--- src/rtl/core/acdb_pkg.sv ---
// Shared constants, codes and types of the AHCI command descriptor builder.
package acdb_pkg;

    // Sizing of the slot table and the PRDT.
    localparam int MAX_ENTRIES = 32;
    localparam int SLOT_COUNT  = 32;

    // Entry counter wide enough to hold MAX_ENTRIES itself.
    localparam int ENTRY_W = $clog2(MAX_ENTRIES + 1);
    // Slot scan index: holds 0 to SLOT_COUNT, slot mask is always 32 bits.
    localparam int SCAN_W  = 6;

    // Field widths.
    localparam int ACTION_W  = 2;
    localparam int LBA_W     = 48;
    localparam int COUNT_W   = 16;
    localparam int ADDR_W    = 64;
    localparam int MASK_W    = 32;
    localparam int KIND_W    = 2;
    localparam int STATUS_W  = 2;
    localparam int SLOT_W    = 5;
    localparam int ECOUNT_W  = 7;
    localparam int OPCODE_W  = 8;
    localparam int BYTES_W   = 13;
    localparam int NENT_W    = 13;

    // Stream payload widths.
    localparam int S_TDATA_W = 160;
    localparam int M_TDATA_W = 168;

    // PRDT geometry.
    localparam logic [ADDR_W-1:0]  ENTRY_STRIDE     = 64'h2000;
    localparam logic [BYTES_W-1:0] FULL_ENTRY_BYTES = 13'h1FFF;
    localparam logic [BYTES_W-1:0] IDENT_BYTES      = 13'd511;

    // Request kinds.
    localparam logic [ACTION_W-1:0] ACT_READ   = 2'd0;
    localparam logic [ACTION_W-1:0] ACT_WRITE  = 2'd1;
    localparam logic [ACTION_W-1:0] ACT_IDENT  = 2'd2;
    localparam logic [ACTION_W-1:0] ACT_UNUSED = 2'd3;

    // Result kinds.
    localparam logic [KIND_W-1:0] KIND_CMD  = 2'd0;
    localparam logic [KIND_W-1:0] KIND_PRDT = 2'd1;
    localparam logic [KIND_W-1:0] KIND_ERR  = 2'd2;

    // Result status codes.
    localparam logic [STATUS_W-1:0] STAT_OK      = 2'd0;
    localparam logic [STATUS_W-1:0] STAT_NO_SLOT = 2'd1;
    localparam logic [STATUS_W-1:0] STAT_BAD_LEN = 2'd2;

    // Configuration register indexes.
    localparam int CFG_IDX_W = 2;
    localparam logic [CFG_IDX_W-1:0] CFG_READ_OP  = 2'd0;
    localparam logic [CFG_IDX_W-1:0] CFG_WRITE_OP = 2'd1;
    localparam logic [CFG_IDX_W-1:0] CFG_IDENT_OP = 2'd2;

    // Reset opcodes.
    localparam logic [OPCODE_W-1:0] RST_READ_OP  = 8'h25;
    localparam logic [OPCODE_W-1:0] RST_WRITE_OP = 8'hCA;
    localparam logic [OPCODE_W-1:0] RST_IDENT_OP = 8'hEC;

    // Result of the slot scan.
    typedef struct packed {
        logic              done;
        logic              found;
        logic [SLOT_W-1:0] slot;
    } t_scan_res;

    // Control of the PRDT entry unit.
    typedef struct packed {
        logic load;
        logic advance;
    } t_entry_ctl;

endpackage

--- src/rtl/core/acdb_slot_scan.sv ---
// Iterative lowest-free-slot search, one slot tested per cycle.
module acdb_slot_scan (
    input  logic                        i_clk,
    input  logic                        i_rst_n,
    input  logic                        i_start,
    input  logic [acdb_pkg::MASK_W-1:0] i_busy,
    output acdb_pkg::t_scan_res         o_res
);

    logic                        r_busy, n_busy;
    logic [acdb_pkg::MASK_W-1:0] r_mask, n_mask;
    logic [acdb_pkg::SCAN_W-1:0] r_idx, n_idx;
    acdb_pkg::t_scan_res         r_res, n_res;

    always_comb begin
        n_busy = r_busy;
        n_mask = r_mask;
        n_idx  = r_idx;
        n_res  = '0;
        if (i_start) begin
            n_busy = 1'b1;
            n_mask = i_busy;
            n_idx  = '0;
        end else if (r_busy) begin
            if (r_idx == acdb_pkg::SCAN_W'(acdb_pkg::SLOT_COUNT)) begin
                // Every slot in range is taken.
                n_busy      = 1'b0;
                n_res.done  = 1'b1;
            end else if (!r_mask[r_idx[acdb_pkg::SLOT_W-1:0]]) begin
                n_busy      = 1'b0;
                n_res.done  = 1'b1;
                n_res.found = 1'b1;
                n_res.slot  = r_idx[acdb_pkg::SLOT_W-1:0];
            end else begin
                n_idx = r_idx + 1'b1;
            end
        end
    end

    always_ff @(posedge i_clk) begin
        if (!i_rst_n) begin
            r_busy <= 1'b0;
            r_res  <= '0;
        end else begin
            r_busy <= n_busy;
            r_res  <= n_res;
        end
        r_mask <= n_mask;
        r_idx  <= n_idx;
    end

    assign o_res = r_res;

endmodule

--- src/rtl/core/acdb_entry_unit.sv ---
// PRDT entry walker: shared address adder and remaining-entry counter.
module acdb_entry_unit (
    input  logic                         i_clk,
    input  logic                         i_rst_n,
    input  acdb_pkg::t_entry_ctl         i_ctl,
    input  logic [acdb_pkg::ADDR_W-1:0]  i_addr,
    input  logic [acdb_pkg::ENTRY_W-1:0] i_entries,
    output logic [acdb_pkg::ADDR_W-1:0]  o_addr,
    output logic                         o_last
);

    logic [acdb_pkg::ADDR_W-1:0]  r_addr, n_addr;
    logic [acdb_pkg::ENTRY_W-1:0] r_left, n_left;

    always_comb begin
        n_addr = r_addr;
        n_left = r_left;
        if (i_ctl.load) begin
            n_addr = i_addr;
            n_left = i_entries;
        end else if (i_ctl.advance) begin
            // Address wraps modulo 2^64.
            n_addr = r_addr + acdb_pkg::ENTRY_STRIDE;
            n_left = r_left - 1'b1;
        end
    end

    always_ff @(posedge i_clk) begin
        if (!i_rst_n) begin
            r_left <= '0;
        end else begin
            r_left <= n_left;
        end
        r_addr <= n_addr;
    end

    assign o_addr = r_addr;
    assign o_last = (r_left == acdb_pkg::ENTRY_W'(1));

endmodule

--- src/rtl/core/ahci_command_descriptor_builder.sv ---
// Top level of the AHCI command descriptor builder: request sequencer and result formatting.
//
// The block takes one disk request per transfer on the slave stream and answers with a
// command item followed by its PRDT entries on the master stream, or with one error item.
// It handles one request at a time and is not ready while a request is in progress. After
// the request transfer, the slot search tests one slot per cycle from slot 0 upwards and
// stops at the lowest free slot or once every slot is found taken. Each result is then
// held until it is taken, one result per cycle while the master side is ready: a full
// read or write thus gives a command item and MAX_ENTRIES entries, and an identify
// request a command item and one entry. The PRDT addresses are produced by one shared
// 64-bit adder that steps by 8 KiB per entry. A request with the unused action code is
// taken and produces no result. Opcodes are configured through the write port; the user
// must write them only while the block is idle, which the block itself does not enforce.
// An index beyond the register list is ignored.
module ahci_command_descriptor_builder (
    input  logic                             i_clk,
    input  logic                             i_rst_n,
    // Configuration write port.
    input  logic                             i_cfg_wr_en,
    input  logic [acdb_pkg::CFG_IDX_W-1:0]   i_cfg_index,
    input  logic [acdb_pkg::OPCODE_W-1:0]    i_cfg_data,
    // Request stream.
    input  logic                             s_axis_tvalid,
    output logic                             s_axis_tready,
    // tdata: start_block[47:0], block_count[63:48], buffer_address[127:64],
    //        busy_slots[159:128]
    input  logic [acdb_pkg::S_TDATA_W-1:0]   s_axis_tdata,
    // tuser: action[1:0]
    input  logic [acdb_pkg::ACTION_W-1:0]    s_axis_tuser,
    // Result stream.
    output logic                             m_axis_tvalid,
    input  logic                             m_axis_tready,
    // tdata: status[1:0], slot[6:2], is_write[7], entry_count[14:8], opcode[22:15],
    //        fis_block[70:23], fis_count[86:71], entry_address[150:87],
    //        entry_bytes[163:151], zero fill[167:164]
    output logic [acdb_pkg::M_TDATA_W-1:0]   m_axis_tdata,
    // tuser: kind[1:0]
    output logic [acdb_pkg::KIND_W-1:0]      m_axis_tuser,
    // tlast: last
    output logic                             m_axis_tlast
);

    typedef enum logic [2:0] {
        ST_IDLE,
        ST_SCAN,
        ST_CMD,
        ST_PRDT,
        ST_ERR
    } t_state;

    // Unpacked request fields.
    logic [acdb_pkg::ACTION_W-1:0] in_action;
    logic [acdb_pkg::LBA_W-1:0]    in_lba;
    logic [acdb_pkg::COUNT_W-1:0]  in_count;
    logic [acdb_pkg::ADDR_W-1:0]   in_addr;
    logic [acdb_pkg::MASK_W-1:0]   in_busy;
    logic [acdb_pkg::NENT_W-1:0]   in_entries;

    assign in_lba    = s_axis_tdata[47:0];
    assign in_count  = s_axis_tdata[63:48];
    assign in_addr   = s_axis_tdata[127:64];
    assign in_busy   = s_axis_tdata[159:128];
    assign in_action = s_axis_tuser;
    // One entry per 16 sectors, rounded up.
    assign in_entries = acdb_pkg::NENT_W'((in_count - 1'b1) >> 4) + 1'b1;

    // Configuration registers.
    logic [acdb_pkg::OPCODE_W-1:0] r_read_op, r_write_op, r_ident_op;

    always_ff @(posedge i_clk) begin
        if (!i_rst_n) begin
            r_read_op  <= acdb_pkg::RST_READ_OP;
            r_write_op <= acdb_pkg::RST_WRITE_OP;
            r_ident_op <= acdb_pkg::RST_IDENT_OP;
        end else if (i_cfg_wr_en) begin
            unique case (i_cfg_index)
                acdb_pkg::CFG_READ_OP:  r_read_op  <= i_cfg_data;
                acdb_pkg::CFG_WRITE_OP: r_write_op <= i_cfg_data;
                acdb_pkg::CFG_IDENT_OP: r_ident_op <= i_cfg_data;
                default: ;
            endcase
        end
    end

    // Sequencer state and held request.
    t_state                         r_state, n_state;
    logic [acdb_pkg::ACTION_W-1:0]  r_action, n_action;
    logic [acdb_pkg::LBA_W-1:0]     r_lba, n_lba;
    logic [acdb_pkg::COUNT_W-1:0]   r_count, n_count;
    logic [acdb_pkg::ADDR_W-1:0]    r_addr, n_addr;
    logic [acdb_pkg::NENT_W-1:0]    r_entries, n_entries;
    logic                           r_bad_len, n_bad_len;
    // Command item fields and final entry size.
    logic [acdb_pkg::STATUS_W-1:0]  r_status, n_status;
    logic [acdb_pkg::SLOT_W-1:0]    r_slot, n_slot;
    logic                           r_is_write, n_is_write;
    logic [acdb_pkg::ECOUNT_W-1:0]  r_ecount, n_ecount;
    logic [acdb_pkg::OPCODE_W-1:0]  r_opcode, n_opcode;
    logic [acdb_pkg::LBA_W-1:0]     r_fis_block, n_fis_block;
    logic [acdb_pkg::COUNT_W-1:0]   r_fis_count, n_fis_count;
    logic [acdb_pkg::BYTES_W-1:0]   r_last_bytes, n_last_bytes;

    logic                           in_xfer;
    logic                           out_xfer;
    logic                           scan_start;
    acdb_pkg::t_scan_res            scan_res;
    acdb_pkg::t_entry_ctl           entry_ctl;
    logic [acdb_pkg::ENTRY_W-1:0]   entry_load_count;
    logic [acdb_pkg::ADDR_W-1:0]    entry_addr;
    logic                           entry_last;

    assign s_axis_tready = (r_state == ST_IDLE);
    assign in_xfer       = s_axis_tvalid && s_axis_tready;
    assign out_xfer      = m_axis_tvalid && m_axis_tready;
    assign scan_start    = in_xfer && (in_action != acdb_pkg::ACT_UNUSED);

    acdb_slot_scan u_slot_scan (
        .i_clk   (i_clk),
        .i_rst_n (i_rst_n),
        .i_start (scan_start),
        .i_busy  (in_busy),
        .o_res   (scan_res)
    );

    // Identify always uses a single entry; otherwise the computed count fits the counter
    // whenever the request is accepted for building.
    assign entry_load_count = (r_action == acdb_pkg::ACT_IDENT)
                            ? acdb_pkg::ENTRY_W'(1)
                            : r_entries[acdb_pkg::ENTRY_W-1:0];

    assign entry_ctl.load    = (r_state == ST_SCAN) && scan_res.done && scan_res.found
                             && ((r_action == acdb_pkg::ACT_IDENT) || !r_bad_len);
    assign entry_ctl.advance = (r_state == ST_PRDT) && out_xfer && !entry_last;

    acdb_entry_unit u_entry_unit (
        .i_clk     (i_clk),
        .i_rst_n   (i_rst_n),
        .i_ctl     (entry_ctl),
        .i_addr    (r_addr),
        .i_entries (entry_load_count),
        .o_addr    (entry_addr),
        .o_last    (entry_last)
    );

    always_comb begin
        n_state      = r_state;
        n_action     = r_action;
        n_lba        = r_lba;
        n_count      = r_count;
        n_addr       = r_addr;
        n_entries    = r_entries;
        n_bad_len    = r_bad_len;
        n_status     = r_status;
        n_slot       = r_slot;
        n_is_write   = r_is_write;
        n_ecount     = r_ecount;
        n_opcode     = r_opcode;
        n_fis_block  = r_fis_block;
        n_fis_count  = r_fis_count;
        n_last_bytes = r_last_bytes;

        unique case (r_state)
            ST_IDLE: begin
                if (in_xfer) begin
                    n_action  = in_action;
                    n_lba     = in_lba;
                    n_count   = in_count;
                    n_addr    = in_addr;
                    n_entries = in_entries;
                    n_bad_len = (in_count == '0)
                             || (in_entries > acdb_pkg::NENT_W'(acdb_pkg::MAX_ENTRIES));
                    // The unused action code is dropped without a result.
                    if (in_action != acdb_pkg::ACT_UNUSED) begin
                        n_state = ST_SCAN;
                    end
                end
            end
            ST_SCAN: begin
                if (scan_res.done) begin
                    n_slot = scan_res.slot;
                    if (!scan_res.found) begin
                        n_status = acdb_pkg::STAT_NO_SLOT;
                        n_state  = ST_ERR;
                    end else if (r_action == acdb_pkg::ACT_IDENT) begin
                        n_is_write   = 1'b0;
                        n_ecount     = acdb_pkg::ECOUNT_W'(1);
                        n_opcode     = r_ident_op;
                        n_fis_block  = '0;
                        n_fis_count  = '0;
                        n_last_bytes = acdb_pkg::IDENT_BYTES;
                        n_state      = ST_CMD;
                    end else if (r_bad_len) begin
                        // Slot availability is checked ahead of the length.
                        n_status = acdb_pkg::STAT_BAD_LEN;
                        n_state  = ST_ERR;
                    end else begin
                        n_is_write   = (r_action == acdb_pkg::ACT_WRITE);
                        n_ecount     = acdb_pkg::ECOUNT_W'(r_entries);
                        n_opcode     = (r_action == acdb_pkg::ACT_WRITE)
                                     ? r_write_op : r_read_op;
                        n_fis_block  = r_lba;
                        n_fis_count  = r_count;
                        // The final entry covers 1 to 16 sectors: byte count minus one.
                        n_last_bytes = {r_count[3:0] - 4'd1, 9'h1FF};
                        n_state      = ST_CMD;
                    end
                end
            end
            ST_CMD: begin
                if (out_xfer) begin
                    n_state = ST_PRDT;
                end
            end
            ST_PRDT: begin
                if (out_xfer && entry_last) begin
                    n_state = ST_IDLE;
                end
            end
            ST_ERR: begin
                if (out_xfer) begin
                    n_state = ST_IDLE;
                end
            end
            default: n_state = ST_IDLE;
        endcase
    end

    always_ff @(posedge i_clk) begin
        if (!i_rst_n) begin
            r_state <= ST_IDLE;
        end else begin
            r_state <= n_state;
        end
        r_action     <= n_action;
        r_lba        <= n_lba;
        r_count      <= n_count;
        r_addr       <= n_addr;
        r_entries    <= n_entries;
        r_bad_len    <= n_bad_len;
        r_status     <= n_status;
        r_slot       <= n_slot;
        r_is_write   <= n_is_write;
        r_ecount     <= n_ecount;
        r_opcode     <= n_opcode;
        r_fis_block  <= n_fis_block;
        r_fis_count  <= n_fis_count;
        r_last_bytes <= n_last_bytes;
    end

    // Result formatting: every field is derived from registers alone, and a field that
    // does not belong to the item kind reads as zero.
    logic [acdb_pkg::KIND_W-1:0]    o_kind;
    logic [acdb_pkg::STATUS_W-1:0]  o_status;
    logic [acdb_pkg::SLOT_W-1:0]    o_slot;
    logic                           o_is_write;
    logic [acdb_pkg::ECOUNT_W-1:0]  o_ecount;
    logic [acdb_pkg::OPCODE_W-1:0]  o_opcode;
    logic [acdb_pkg::LBA_W-1:0]     o_fis_block;
    logic [acdb_pkg::COUNT_W-1:0]   o_fis_count;
    logic [acdb_pkg::ADDR_W-1:0]    o_entry_addr;
    logic [acdb_pkg::BYTES_W-1:0]   o_entry_bytes;
    logic                           o_last;

    always_comb begin
        o_kind        = acdb_pkg::KIND_CMD;
        o_status      = acdb_pkg::STAT_OK;
        o_slot        = '0;
        o_is_write    = 1'b0;
        o_ecount      = '0;
        o_opcode      = '0;
        o_fis_block   = '0;
        o_fis_count   = '0;
        o_entry_addr  = '0;
        o_entry_bytes = '0;
        o_last        = 1'b0;
        unique case (r_state)
            ST_CMD: begin
                o_kind      = acdb_pkg::KIND_CMD;
                o_slot      = r_slot;
                o_is_write  = r_is_write;
                o_ecount    = r_ecount;
                o_opcode    = r_opcode;
                o_fis_block = r_fis_block;
                o_fis_count = r_fis_count;
            end
            ST_PRDT: begin
                o_kind        = acdb_pkg::KIND_PRDT;
                o_slot        = r_slot;
                o_entry_addr  = entry_addr;
                o_entry_bytes = entry_last ? r_last_bytes : acdb_pkg::FULL_ENTRY_BYTES;
                o_last        = entry_last;
            end
            ST_ERR: begin
                o_kind   = acdb_pkg::KIND_ERR;
                o_status = r_status;
                o_last   = 1'b1;
            end
            default: ;
        endcase
    end

    assign m_axis_tvalid = (r_state == ST_CMD) || (r_state == ST_PRDT) || (r_state == ST_ERR);
    assign m_axis_tdata  = {4'b0000, o_entry_bytes, o_entry_addr, o_fis_count, o_fis_block,
                            o_opcode, o_ecount, o_is_write, o_slot, o_status};
    assign m_axis_tuser  = o_kind;
    assign m_axis_tlast  = o_last;

endmodule
--- config.mk ---
export PLATFORM = sky130hd
export DESIGN_NAME = ahci_command_descriptor_builder
export DESIGN_NICKNAME = d
export VERILOG_FILES = /design/src/rtl/core/acdb_pkg.sv /design/src/rtl/core/acdb_slot_scan.sv /design/src/rtl/core/acdb_entry_unit.sv /design/src/rtl/core/ahci_command_descriptor_builder.sv
export SDC_FILE = /design/constraint.sdc
export NUM_CORES = 1
export LEC_CHECK = 0
export BUFFER_PORTS_ARGS = -buffer_cell sky130_fd_sc_hd__buf_2
export CAP_MARGIN = 10
export CORE_MARGIN = 8
export CORE_UTILIZATION = 54
export DETAILED_ROUTE_END_ITERATION = 16
export PLACE_DENSITY_LB_ADDON = 0.08
export SETUP_SLACK_MARGIN = 0.5
export SLEW_MARGIN = 20
export SYNTH_ARGS = -nofsm -noshare
export SYNTH_HDL_FRONTEND = slang
export SYNTH_SLANG_ARGS = --single-unit
export TNS_END_PERCENT = 5
--- constraint.sdc ---
create_clock -name i_clk -period 5.5 [get_ports i_clk]
set_clock_uncertainty 0.2 [all_clocks]
set_input_delay 1.1 -clock i_clk [delete_from_list [all_inputs] [get_ports i_clk]]
set_output_delay 1.1 -clock i_clk [all_outputs]
set_load 0.01 [all_outputs]
Word level (Yosys, flattened, before mapping)
Cells that the tools add are included.
W data, S select, Z words.
{"block": "classes", "addsub": 6, "n_mul": 0, "div": 0, "n_lt_le_gt_ge": 2, "n_eq_ne": 20, "shift": 0, "n_mux": 45, "bitwise": 3, "reduce_logical": 32}
{"op": "$mux W64", "n": 3}
{"op": "$mux W48", "n": 2}
{"op": "$add A64 B14 Y64 const B", "n": 1}
{"op": "$mux W13", "n": 3}
{"op": "$mux W16", "n": 2}
{"op": "$mux W8", "n": 4}
{"op": "$mux W3", "n": 9}
{"op": "$mux W7", "n": 3}
{"op": "$mux W6", "n": 3}
{"op": "$logic_not A16 Y1", "n": 1}
{"op": "$sub A16 B1 Y16 const B", "n": 1}
{"op": "$pmux W3 S5", "n": 1}
{"op": "$add A12 B1 Y13 const B", "n": 1}
{"op": "$gt A13 B6 Y1 const B", "n": 1}
{"op": "$ne A2 B2 Y1 const B", "n": 6}
{"op": "$reduce_and A2 Y1", "n": 5}
{"op": "$logic_and A1 B1 Y1", "n": 9}
{"op": "$mux W1", "n": 8}
{"op": "$ne A2 B1 Y1 const B", "n": 4}
{"op": "$reduce_and A4 Y1", "n": 2}
{"op": "$add A6 B1 Y6 const B", "n": 1}
{"op": "$eq A3 B2 Y1 const B", "n": 2}
{"op": "$eq A6 B1 Y1 const B", "n": 1}
{"op": "$eq A6 B6 Y1 const B", "n": 1}
{"op": "24 further kinds", "n": 34}
{"block": "totals", "register_bits": 372, "latch_bits": 0, "ramBits": 0, "rom_bits": 0, "in_bits": 177, "elab_cells": 134, "mem_count": 0}

Depth between registers and ports, before layout
Gate-level depths: netlist of run 1.
{"block": "depth", "word_depth": 8, "mapped_depth": 11, "depth_no_buf": 10}

By module
Synthesis of run 1 repeated with hierarchy kept, for this count alone.
{"block": "unflattened", "cells_unflattened": 1265, "area_unflattened_um2": 16153.0}
{"module": "ahci_command_descriptor_builder", "instances": 1, "cells_per_inst": 739, "area_each_um2": 10281.1}
{"module": "acdb_entry_unit", "instances": 1, "cells_per_inst": 397, "area_each_um2": 4047.6}
{"module": "acdb_slot_scan", "instances": 1, "cells_per_inst": 129, "area_each_um2": 1824.2}

Least setup slack after synthesis of run 1
OpenSTA, ideal clock, no wires.
{"block": "synth_path", "path_type": "input to register", "from": "in s_axis_tvalid", "to": "reg r_action[0] (netlist name), enable pin", "setup_time_ns": 0.513, "t_arrival_ns": 4.256, "required_time_ns": 4.787, "slack_ns": 0.531, "stages": 1, "n_path_buf": 0, "cell_sequence": "and2_1"}
{"block": "synth_via", "elab_chain_len": 2}
{"element": "start: declaration", "line": "ahci_command_descriptor_builder.sv:23", "text": "input logic s_axis_tvalid,"}
{"element": "$logic_and A1 B1 Y1", "line": "ahci_command_descriptor_builder.sv:113", "text": "assign in_xfer = s_axis_tvalid && s_axis_tready;"}
{"element": "$reduce_and A2 Y1 (no source line)"}
{"element": "end signal: assignment", "line": "ahci_command_descriptor_builder.sv:234", "text": "r_action <= n_action;"}
{"element": "end: declaration", "line": "ahci_command_descriptor_builder.sv:87", "text": "logic [acdb_pkg::ACTION_W-1:0] r_action, n_action;"}
Every way passes these cells.
A chain may end at the register's enable or synchronous reset.

Final worst setup path of run 1
{"block": "layout_path", "from": "reg r_state[0]", "to": "out m_axis_tdata[158] (netlist name)"}
{"block": "layout_via", "elab_chain_len": 2}
{"element": "start: declaration", "line": "ahci_command_descriptor_builder.sv:86", "text": "t_state r_state, n_state;"}
{"element": "start signal: assignment", "line": "ahci_command_descriptor_builder.sv:232", "text": "r_state <= n_state;"}
{"element": "$eq A3 B2 Y1", "line": "ahci_command_descriptor_builder.sv:276", "text": "unique case (r_state)"}
{"element": "$mux W13", "line": "ahci_command_descriptor_builder.sv:276"}
{"element": "end: declaration", "line": "ahci_command_descriptor_builder.sv:36", "text": "output logic [acdb_pkg::M_TDATA_W-1:0] m_axis_tdata,"}
Every way passes these cells.

==> results of run 1 <==
## routing by layer
layer | GRT usage [%] | part of all wire (%) | vias up
met5 | 0 | 0.089 | -
met4 | 7.36 | 3.3 | 6
li1 | - | - | 4969
met1 | 23.8 | 40 | 4827
met3 | 4.87 | 6.9 | 79
met2 | 34.7 | 50 | 330
## through the flow
| step | cell area, um2 | utilization [%] |
|---|---|---|
| 4_1_cts | 19100 | 66.6 |
| 3_3_place_gp | 17700 | 61.8 |
| 6_report | 19100 | 66.6 |
| 3_5_place_dp | 17700 | 61.8 |
| 5_1_grt | 19100 | 66.6 |
| 2_1_floorplan | 15800 | - |
## power groups by stage
stage	clock network [mW]	logic [mW]	registers [mW]
2_1_floorplan	0	0.195	3.27
3_3_place_gp	0	0.291	3.28
3_5_place_dp	0	0.299	3.29
4_1_cts	2.84	0.301	3.23
5_1_grt	2.94	0.329	3.24
6_report	2.78	0.297	3.23
## cell usage in the layout (no fill, tap or decap), types with 17 or more instances in the layout
master     instances
edfxtp_1         325
nand2_1          111
and2_1           162
nor3_1            19
xnor2_1           46
and3_1            82
mux2i_1           35
inv_1             22
nand3_1           26
xor2_1            17
clkbuf_16         40
buf_2            345
o21ai_0           59
nor2_1            60
dfxtp_1           46
## cell type report
cell class	instances	area, um2	area share, %
sequential	372	10700	56.0
multi-input combinational	745	4610	24.1
timing repair buffer	357	1840	9.63
clock buffer	48	1070	5.60
tap	384	480	2.51
clock inverter	24	310	1.62
inverter	24	91.3	0.478
antenna	7	17.5	0.0916
## worst max-delay path, stage by stage (launching register included)
cell     delay [ns]
dfxtp_2        0.57
buf_4          0.43
nand2_1        0.54
inv_1          0.59
buf_2          0.23
## state kept, by name, summed over array words and instances, names as in the netlist
| name | flops |
|---|---|
| r_entries | 7 |
| u_slot_scan.r_mask | 32 |
| r_status | 2 |
| r_is_write | 1 |
| r_fis_block | 48 |
| r_count | 16 |
| u_slot_scan.r_idx | 6 |
| r_read_op | 8 |
| r_addr | 64 |
| u_slot_scan.r_busy | 1 |
| r_write_op | 8 |
| r_opcode | 8 |
| u_entry_unit.r_left | 6 |
| r_last_bytes | 4 |
| r_ecount | 7 |
| r_slot | 5 |
| r_fis_count | 16 |
| r_bad_len | 1 |
| r_action | 2 |
| u_entry_unit.o_addr | 64 |
| u_slot_scan.o_res | 7 |
| r_lba | 48 |
| r_ident_op | 8 |
| r_state | 3 |
## kinds of logic (layout without fill, tap and decap cells)
| kind of cell | Yosys count | in the layout |
|---|---|---|
| multiplexers | 39 | 39 |
| adder cells (fa/ha/maj) | 7 | 7 |
| AO/OA/AOI/OAI | 102 | 102 |
| XOR/XNOR | 63 | 63 |
| buffers and inverters | 104 | 453 |
| flip-flops | 372 | 372 |
| AND/OR/NAND/NOR | 530 | 530 |
| other | 1 | 11 |
## how the worst min path moves through the flow
stage / end / start / cells after the start / slack [ns]
6_report: r_slot[1] / u_slot_scan.o_res[1] / 0 / 0.20
5_1_grt: r_slot[1] / u_slot_scan.o_res[1] / 0 / 0.21
4_1_cts: r_slot[1] / u_slot_scan.o_res[1] / 0 / 0.20
3_5_place_dp: r_slot[1] / u_slot_scan.o_res[1] / 0 / 0.19
3_3_place_gp: r_slot[3] / u_slot_scan.o_res[3] / 0 / 0.19
2_1_floorplan: r_slot[0] / u_slot_scan.o_res[0] / 0 / 0.19
==> impl_results.md, run 1 <==
* RSZ-0062 raised after global routing: false
* Area Overhead vs Synth at 21.5%
* PwrDens at 330 nW/um2
* Clk slew on worst S/H paths at ~0.06 ns
* Layout cells sized above 1 at 28.2%
* CP Data Arrival Time at between 2 and 3 ns
* Minimum clock period at around 4.2 ns
* Slew headroom at 28.9%
* Count leader, synth: edfxtp_1
* Vias at 10200
* CP Max Fanout at 44
* GRT Resource Usage Total at 20.0%
* Largest net degree at the start of global routing at 85
* Mapped Area at 15700 um2
* TritonCTS Sinks at about 370
* Commonest cells in the synthesized netlist: 325 x edfxtp_1, 163 x and2_1, 112 x nand2_1, 82 x and3_1, 61 x nor2_1
* DRT antenna net count at 0
* Setup_tns at 0 ns
* Dpl cells at 1882
* Vias in the first global route at 10300
* Cts hold-fix bufs at 0
* Drt first-iter violations at 550
* Main combinational cell family by area after synthesis: simple AND/OR/NAND/NOR gates
* Switching power total at 1.28 mW
* Tightest Pin Transition at 1.07 ns
* P_leak at 7.82 nW
* Top cells by area, synth: edfxtp_1 62%, and2_1 6.5%, dfxtp_1 6.0%
* Startpoint types: register
* CTS tree: done
* Mean Syn Cell Area at 12.9 um2
* Row cnt at 62
* Worst R2R Start: r_action[0]
* Core area at 28700 um2
* Die area at ~35000 um2
* Post-synthesis simple-gate area fraction at 18.3%
* Routed wire length at 36.1 mm
* Fillers at 2172
* Post-CTS Resized at 0
* CTS Buf Count at 39
* Initial Util at 54.8%
* Ys flop type: edfxtp_1
* First-pass GRT wire length at 56.0 mm
* Gpl congestion at roughly 0.82
* Later-pin clock latency in the skew report at about 0.52 ns
* Asr flop ratio synth at 0%
* Num ports at 350
* Die X at 187 um
* Cell taking the most area after synthesis: edfxtp_1
* Final period util at 76.2%
* DR vias/cell at between 5 and 6
* Logic pwr share at 4.7%
* Finished Layout Cells at 1961
* Final Hold Vio Count at 0
* Pre-CTS setup slack at around 1.6 ns
* Status: completed
* Register area share after synthesis at 68.0%
* CP required at between 4 and 5 ns
* Setup violation total in the final timing report at 0
* HP Class: reg2reg
* Die Y at 187 um
* Final setup margin at 1.31 ns
* Overflow after GRT at 0
* Synth top area share at 62.0%
* Maxcap violations at 0
* Endpoint class of the critical path: output pin
* Int Pwr at roughly 5.0 mW
* Post-Synthesis Cells at 1218
* # DRC at 0
* Worst R2R Path Depth at 6
* HPWL after detailed placement at between 20 and 25 mm
* Critical path origin: r_state[0]
* Total chip power at 6.31 mW
* Seq pwr share at between 50% and 60%
* Worst VDD drop at 0.249 mV
* Switch share at 20.2%
* Hold Slack at 0.202 ns
* Synthesized flop and latch total at ~370
* # nets final at 1723
* Final max-slew violation count at 0
* Clock share of power at 44.1%
* PortBufs at 345
* Yosys warning total at 0
* FMAX at roughly 0.24 GHz
* Length of the first detailed-routing pass in iterations at 5
* EDFF count, synth at between 300 and 400
* Kind of critical path: reg2out
* Mux cell area share after synthesis at 2.80%
* Post-CTS setup buffers at 0
* Synth Area in Adders at 0.556%
* RR Endpoint: u_entry_unit.o_addr[42]
* Crit path capture: m_axis_tdata[158]
* Post-Synth XOR/XNOR Area at 3.51%
* Yosys cell types at 57
* Initial antenna violation count at 9
* Drt wl/cell at 18.4 um
* Clock tree root driver cell: clkbuf_16
* FF-to-FF setup slack at 1.73 ns
* CTS max path bufs at 3
* Post-synthesis compound-gate area fraction at 3.82%
* CTS HTree Levels at 2
Note: power is estimated with default switching activity, not from simulation.
==> run 2, diff against run 1 <==
==> constraint.sdc (replaced) <==
create_clock -name i_clk -period 4.1 [get_ports i_clk]
set_clock_uncertainty 0.2 [all_clocks]
set_input_delay 0.82 -clock i_clk [delete_from_list [all_inputs] [get_ports i_clk]]
set_output_delay 0.82 -clock i_clk [all_outputs]
set_load 0.01 [all_outputs]
==> impl_results.md, run 2 (synthesis results as in run 1) <==
* Pre-CTS setup slack at 0.385 ns
* Final Hold Vio Count at 0
* CP required at 3.08 ns
* Routed wire length at 36.0 mm
* Wire length on met3 at ~2.5 mm
* Later-pin clock latency in the skew report at 0.52 ns
* CTS max path bufs at 3
* Worst R2R Path Depth at 6
* CTS tree: done
* Clk slew on worst S/H paths at 0.06 ns
* Overflow after GRT at 0
* Kind of critical path: reg2out
* CTS Buf Count at 40
* Slew headroom at 49.4%
* P_leak at 7.80 nW
* RSZ-0062 raised after global routing: false
* Fillers at 2198
* Startpoint types: register
* Worst VDD drop at 0.373 mV
* DR top layer: met5
* Vias at approximately 10000
* Tightest Pin Transition at 0.757 ns
* Drt first-iter violations at 589
* Final period util at 82.9%
* Most frequent cells in the layout: 345 x buf_2, 325 x edfxtp_1, 162 x and2_1
* Endpoint class of the critical path: output pin
* Num ports at 350
* Final max-slew violation count at 0
* Worst Hold Depth at 0
* Initial antenna violation count at 10
* Met2 WL at 18.0 mm
* Die X at between 150 and 200 um
* Most common cell after layout, fill and taps aside: buf_2
* Setup_tns at 0 ns
* Largest net degree at the start of global routing at 81
* GRT Resource Usage Total at 20.1%
* DRT antenna net count at 0
* Drt wl/cell at between 15 and 20 um
* FMAX at 0.294 GHz
* Maxcap violations at 0
* Final setup margin at about 0.70 ns
* Gpl congestion at 0.860
* Row cnt at a little over 60
* DRT met1 WL at between 10 and 15 mm
* Layout cells sized above 1 at 27.9%
* Post-CTS setup buffers at 0
* HPWL after detailed placement at 24.6 mm
* TritonCTS Sinks at about 370
* Die Y at 187 um
* Status: completed
* Length of the first detailed-routing pass in iterations at 5
* # DRC at 0
* HP Class: reg2reg
* CP Data Arrival Time at 2.38 ns
* Core area at 28700 um2
* Setup violation total in the final timing report at 0
* Minimum clock period at 3.40 ns
* Clock tree root driver cell: clkbuf_16
* Die area at 34900 um2
* Area Overhead vs Synth at 21.2%
* PortBufs at 345
* PwrDens at 430 nW/um2
* Initial Util at 54.8%
* First-pass GRT wire length at ~57 mm
* CP Max Fanout at 65
* # nets final at 1730
* CTS HTree Levels at 2
* Vias in the first global route at between 10000 and 15000
* DR vias/cell at 5.21
## run 2: changes by cell type in the layout (fill, tap and decap cells not counted), moves of 2 or more
| cell | change |
|---|---|
| clkinvlp_4 | -2 |
| clkbuf_8 | -4 |
| bufinv_16 | -4 |
| clkbuf_16 | +2 |
| clkinv_1 | +4 |
| clkbuf_1 | +7 |
| buf_4 | +5 |
## run 2: layout make-up
cell class | instances | area, um2 | share of cell area, %
clock inverter | 21 | 185 | 0.971
antenna | 6 | 15.0 | 0.0787
timing repair buffer | 363 | 1900 | 9.96
multi-input combinational | 745 | 4610 | 24.2
clock buffer | 53 | 1090 | 5.73
inverter | 24 | 91.3 | 0.479
sequential | 372 | 10700 | 56.1
tap | 384 | 480 | 2.52
## run 2: worst paths after layout
path | start | end | slack (ns)
setup / recovery | r_state[0] | m_axis_tdata[151] | 0.70
hold / removal | u_slot_scan.o_res[2] | r_slot[2] | 0.20
setup reg to reg | r_state[2] | u_entry_unit.o_addr[23] | 1.08
hold reg to reg | u_slot_scan.o_res[2] | r_slot[2] | 0.20
## run 2: what timing repair did
item	in CTS	in global routing
hold buffers	0	0
endpoints found under the setup margin	10	0
gates resized for setup	1	0
## run 2: worst max-delay path: stages, from the launching register on
cell	delay [ns]
dfxtp_2	0.32
buf_4	0.48
nand2_2	0.40
inv_1	0.40
buf_2	0.24
## run 2: stage by stage
step | power, mW | instance area [um2] | utilization (%) | instances | hold slack, ns
after floorplan | 4.64 | 15800 | - | 1221 | 0.186
after global placement | 4.80 | 17800 | 62.0 | 1888 | 0.187
after detailed placement | 4.81 | 17800 | 62.0 | 1888 | 0.191
after CTS | 8.29 | 19100 | 66.4 | 1962 | 0.204
after global routing | 8.50 | 19100 | 66.5 | 1967 | 0.214
final | 8.20 | 19100 | 66.5 | 1968 | 0.201
## run 2: power breakdown
group          switching, mW  internal (mW)
Combinational          0.227          0.179
Sequential            0.0552           4.27
Clock                   1.40           2.07
Total                   1.69           6.51
## run 2: metal layers
| layer | GRT usage (%) | vias to the layer above |
|---|---|---|
| li1 | - | 4985 |
| met1 | 24.5 | 4879 |
| met2 | 34.4 | 313 |
| met3 | 5.46 | 63 |
| met4 | 6.44 | 8 |
| met5 | 0 | - |
==> run 3, diff against run 2 <==
--- a/config.mk
+++ b/config.mk
@@ -8,7 +8,7 @@
 export BUFFER_PORTS_ARGS = -buffer_cell sky130_fd_sc_hd__buf_2
 export CAP_MARGIN = 10
 export CORE_MARGIN = 8
-export CORE_UTILIZATION = 54
+export CORE_UTILIZATION = 49
 export DETAILED_ROUTE_END_ITERATION = 16
 export PLACE_DENSITY_LB_ADDON = 0.08
 export SETUP_SLACK_MARGIN = 0.5
==> constraint.sdc (replaced) <==
create_clock -name i_clk -period 2.8 [get_ports i_clk]
set_clock_uncertainty 0.2 [all_clocks]
set_input_delay 0.56 -clock i_clk [delete_from_list [all_inputs] [get_ports i_clk]]
set_output_delay 0.56 -clock i_clk [all_outputs]
set_load 0.01 [all_outputs]
==> impl_results.md, run 3 (synthesis results as in run 1) <==
* Gpl congestion at about 0.84
* Layout cells sized above 1 at 30.2%
* Slew headroom at 53.0%
* CP Max Fanout at 4
* PortBufs at around 350
* Initial Util at 49.7%
* # DRC at 0
* Endpoint class of the critical path: register
* CTS tree: done
* Area Overhead vs Synth at 33.8%
* GRT Resource Usage Total at 20.1%
* FMAX at 0.384 GHz
* P_leak at ~8.6 nW
* Hold Slack at 0.0191 ns
* Num ports at 350
* CTS Buf Count at 40
* Initial antenna violation count at 3
* Hold Path Origin: s_axis_tdata[102]
* Status: completed
* Kind of critical path: in2reg
* Vias at 10900
* Fin area at 21100 um2
* Most frequent cells in the layout: 327 x buf_2, 325 x edfxtp_1, 158 x and2_1
* Routed wire length at 40.9 mm
* Critical Path, Cell by Cell: buf_2 > or4_4 > o21ai_2 > nand2_2 > ha_4 > nor3_4 > nand2_1 > or4_4 > a211oi_2 > a21o_1 > nand4_1
* Maxcap violations at 0
* DRT antenna net count at 0
* Worst R2R Path Depth at 7
* Drt wl/cell at 19.2 um
* Logic pwr share at 6.2%
* Total chip power at about 12 mW
* Hold Crit Endpoint: r_addr[38]
* Die X at 195 um
* Final period util at 93.1%
* CTS max path bufs at 3
* Clock tree root driver cell: clkbuf_16
* Vias in the first global route at between 10000 and 15000
* Dpl cells at 1921
* First-pass GRT wire length at 61.0 mm
* Startpoint types: input port
* Most Frequent Cell on Critical Path: or4_4
* Largest net degree at the start of global routing at 81
* Int Pwr at approximately 9.6 mW
* Switching power total at 2.57 mW
* Fillers at 2363
* PwrDens at just under 600 nW/um2
* FF-to-FF setup slack at 0.35 ns
* Most common cell after layout, fill and taps aside: buf_2
* Post-DP Area at 18000 um2
* Die area at 38100 um2
* Overflow after GRT at 0
* CP required at 2.86 ns
* HPWL after detailed placement at 25.7 mm
* Switch share at 21.1%
* Final Hold Vio Count at 0
* Finished Layout Cells at 2127
* Worst path slowest cell: or4_4
* Final max-slew violation count at 0
* Length of the first detailed-routing pass in iterations at 4
* Seq pwr share at between 50 and 60%
* Tightest Pin Transition at 0.705 ns
* HP Class: in2reg
* Clock share of power at between 40% and 50%
* Max incr delay on CP at 0.58 ns
* CP Data Arrival Time at 2.67 ns
* DR vias/cell at roughly 5.1
* Minimum clock period at 2.61 ns
* # nets final at about 1900
* Core area at approximately 32000 um2
* Worst VDD drop at between 0.5 and 0.6 mV
* Worst Hold Depth at 1
* Setup_tns at 0 ns
* Setup violation total in the final timing report at 0
* Drt first-iter violations at 537
* RR Endpoint: u_slot_scan.r_idx[0]
* Worst R2R Start: u_slot_scan.r_idx[1]
* Row cnt at 65
* Clk slew on worst S/H paths at ~0.060 ns
* Die Y at about 200 um
* TritonCTS Sinks at 372
* RSZ-0062 raised after global routing: true
* Later-pin clock latency in the skew report at around 0.53 ns
* CTS HTree Levels at 2
run 3: cell count changes in the layout (fill, tap and decap cells not counted), sizes merged:
cell         before  now
clkbuf           53   61
dlygate4sd3       0   97
buf             363  405
bufinv            3    2
clkinvlp          0    5
clkinv           19   14
diode             6    1
run 3: cell type report:
type | count | area [um2] | share of cell area [%]
antenna | 1 | 2.50 | 0.0119
clock buffer | 53 | 1110 | 5.28
clock inverter | 19 | 156 | 0.743
inverter | 24 | 103 | 0.487
multi-input combinational | 745 | 4760 | 22.6
sequential | 372 | 10700 | 50.9
tap | 402 | 503 | 2.39
timing repair buffer | 510 | 3700 | 17.6
timing repair inverter | 1 | 5.00 | 0.0238
run 3: timing repair:
| item | 4_1_cts | 5_1_grt |
|---|---|---|
| setup buffers | 7 | 16 |
| hold endpoints to repair | 95 | 2 |
| cloned | 3 | 10 |
| resized for setup | 20 | 50 |
| setup endpoints to repair | 352 | 393 |
| pin swaps | 1 | 13 |
| hold buffers | 95 | 2 |
run 3: critical path, delay by kind of cell:
| kind | cells | cell delay (ns) |
|---|---|---|
| AND/OR/NAND/NOR | 6 | 1.36 |
| AO/OA/AOI/OAI | 3 | 0.46 |
| adder cells (fa/ha/maj) | 1 | 0.17 |
| buffers and inverters | 1 | 0.11 |
run 3: worst max-delay path by stage:
| stage | start | end | slack [ns] |
|---|---|---|---|
| finish | s_axis_tdata[51] | r_bad_len | 0.19 |
| global route | s_axis_tdata[51] | r_bad_len | 0.13 |
| CTS | r_state[2] | m_axis_tdata[58] | 0.14 |
| detailed placement | s_axis_tdata[48] | r_bad_len | -0.43 |
| global placement | s_axis_tdata[48] | r_bad_len | -0.31 |
| floorplan | s_axis_tdata[48] | r_bad_len | -0.11 |
run 3: metal layers:
metal  track usage (%)  share of wire [%]  vias to the layer above  wire length (um)
li1                  -                  -                     5273                 -
met5                 0              0.093                        -                38
met1              24.4                 41                     5237             16900
met2              34.9                 49                      325             20100
met3              5.12                6.9                       72              2830
met4              6.32                2.7                        6              1090
run 3: power groups by stage:
stage / registers [mW] / clock network, mW / logic [mW]
after floorplan: 6.40 / 0 / 0.390
after global placement: 6.43 / 0 / 0.619
after detailed placement: 6.43 / 0 / 0.634
after CTS: 6.32 / 5.22 / 0.744
after global routing: 6.34 / 5.41 / 0.824
final: 6.32 / 5.10 / 0.751
run 3: per-stage QoR:
step                      utilization (%)  setup WS (ns)
after floorplan                         -         -0.112
after global placement               57.0         -0.312
after detailed placement             57.0         -0.431
after CTS                            64.7          0.138
after global routing                 66.5          0.131
final                                66.5          0.194
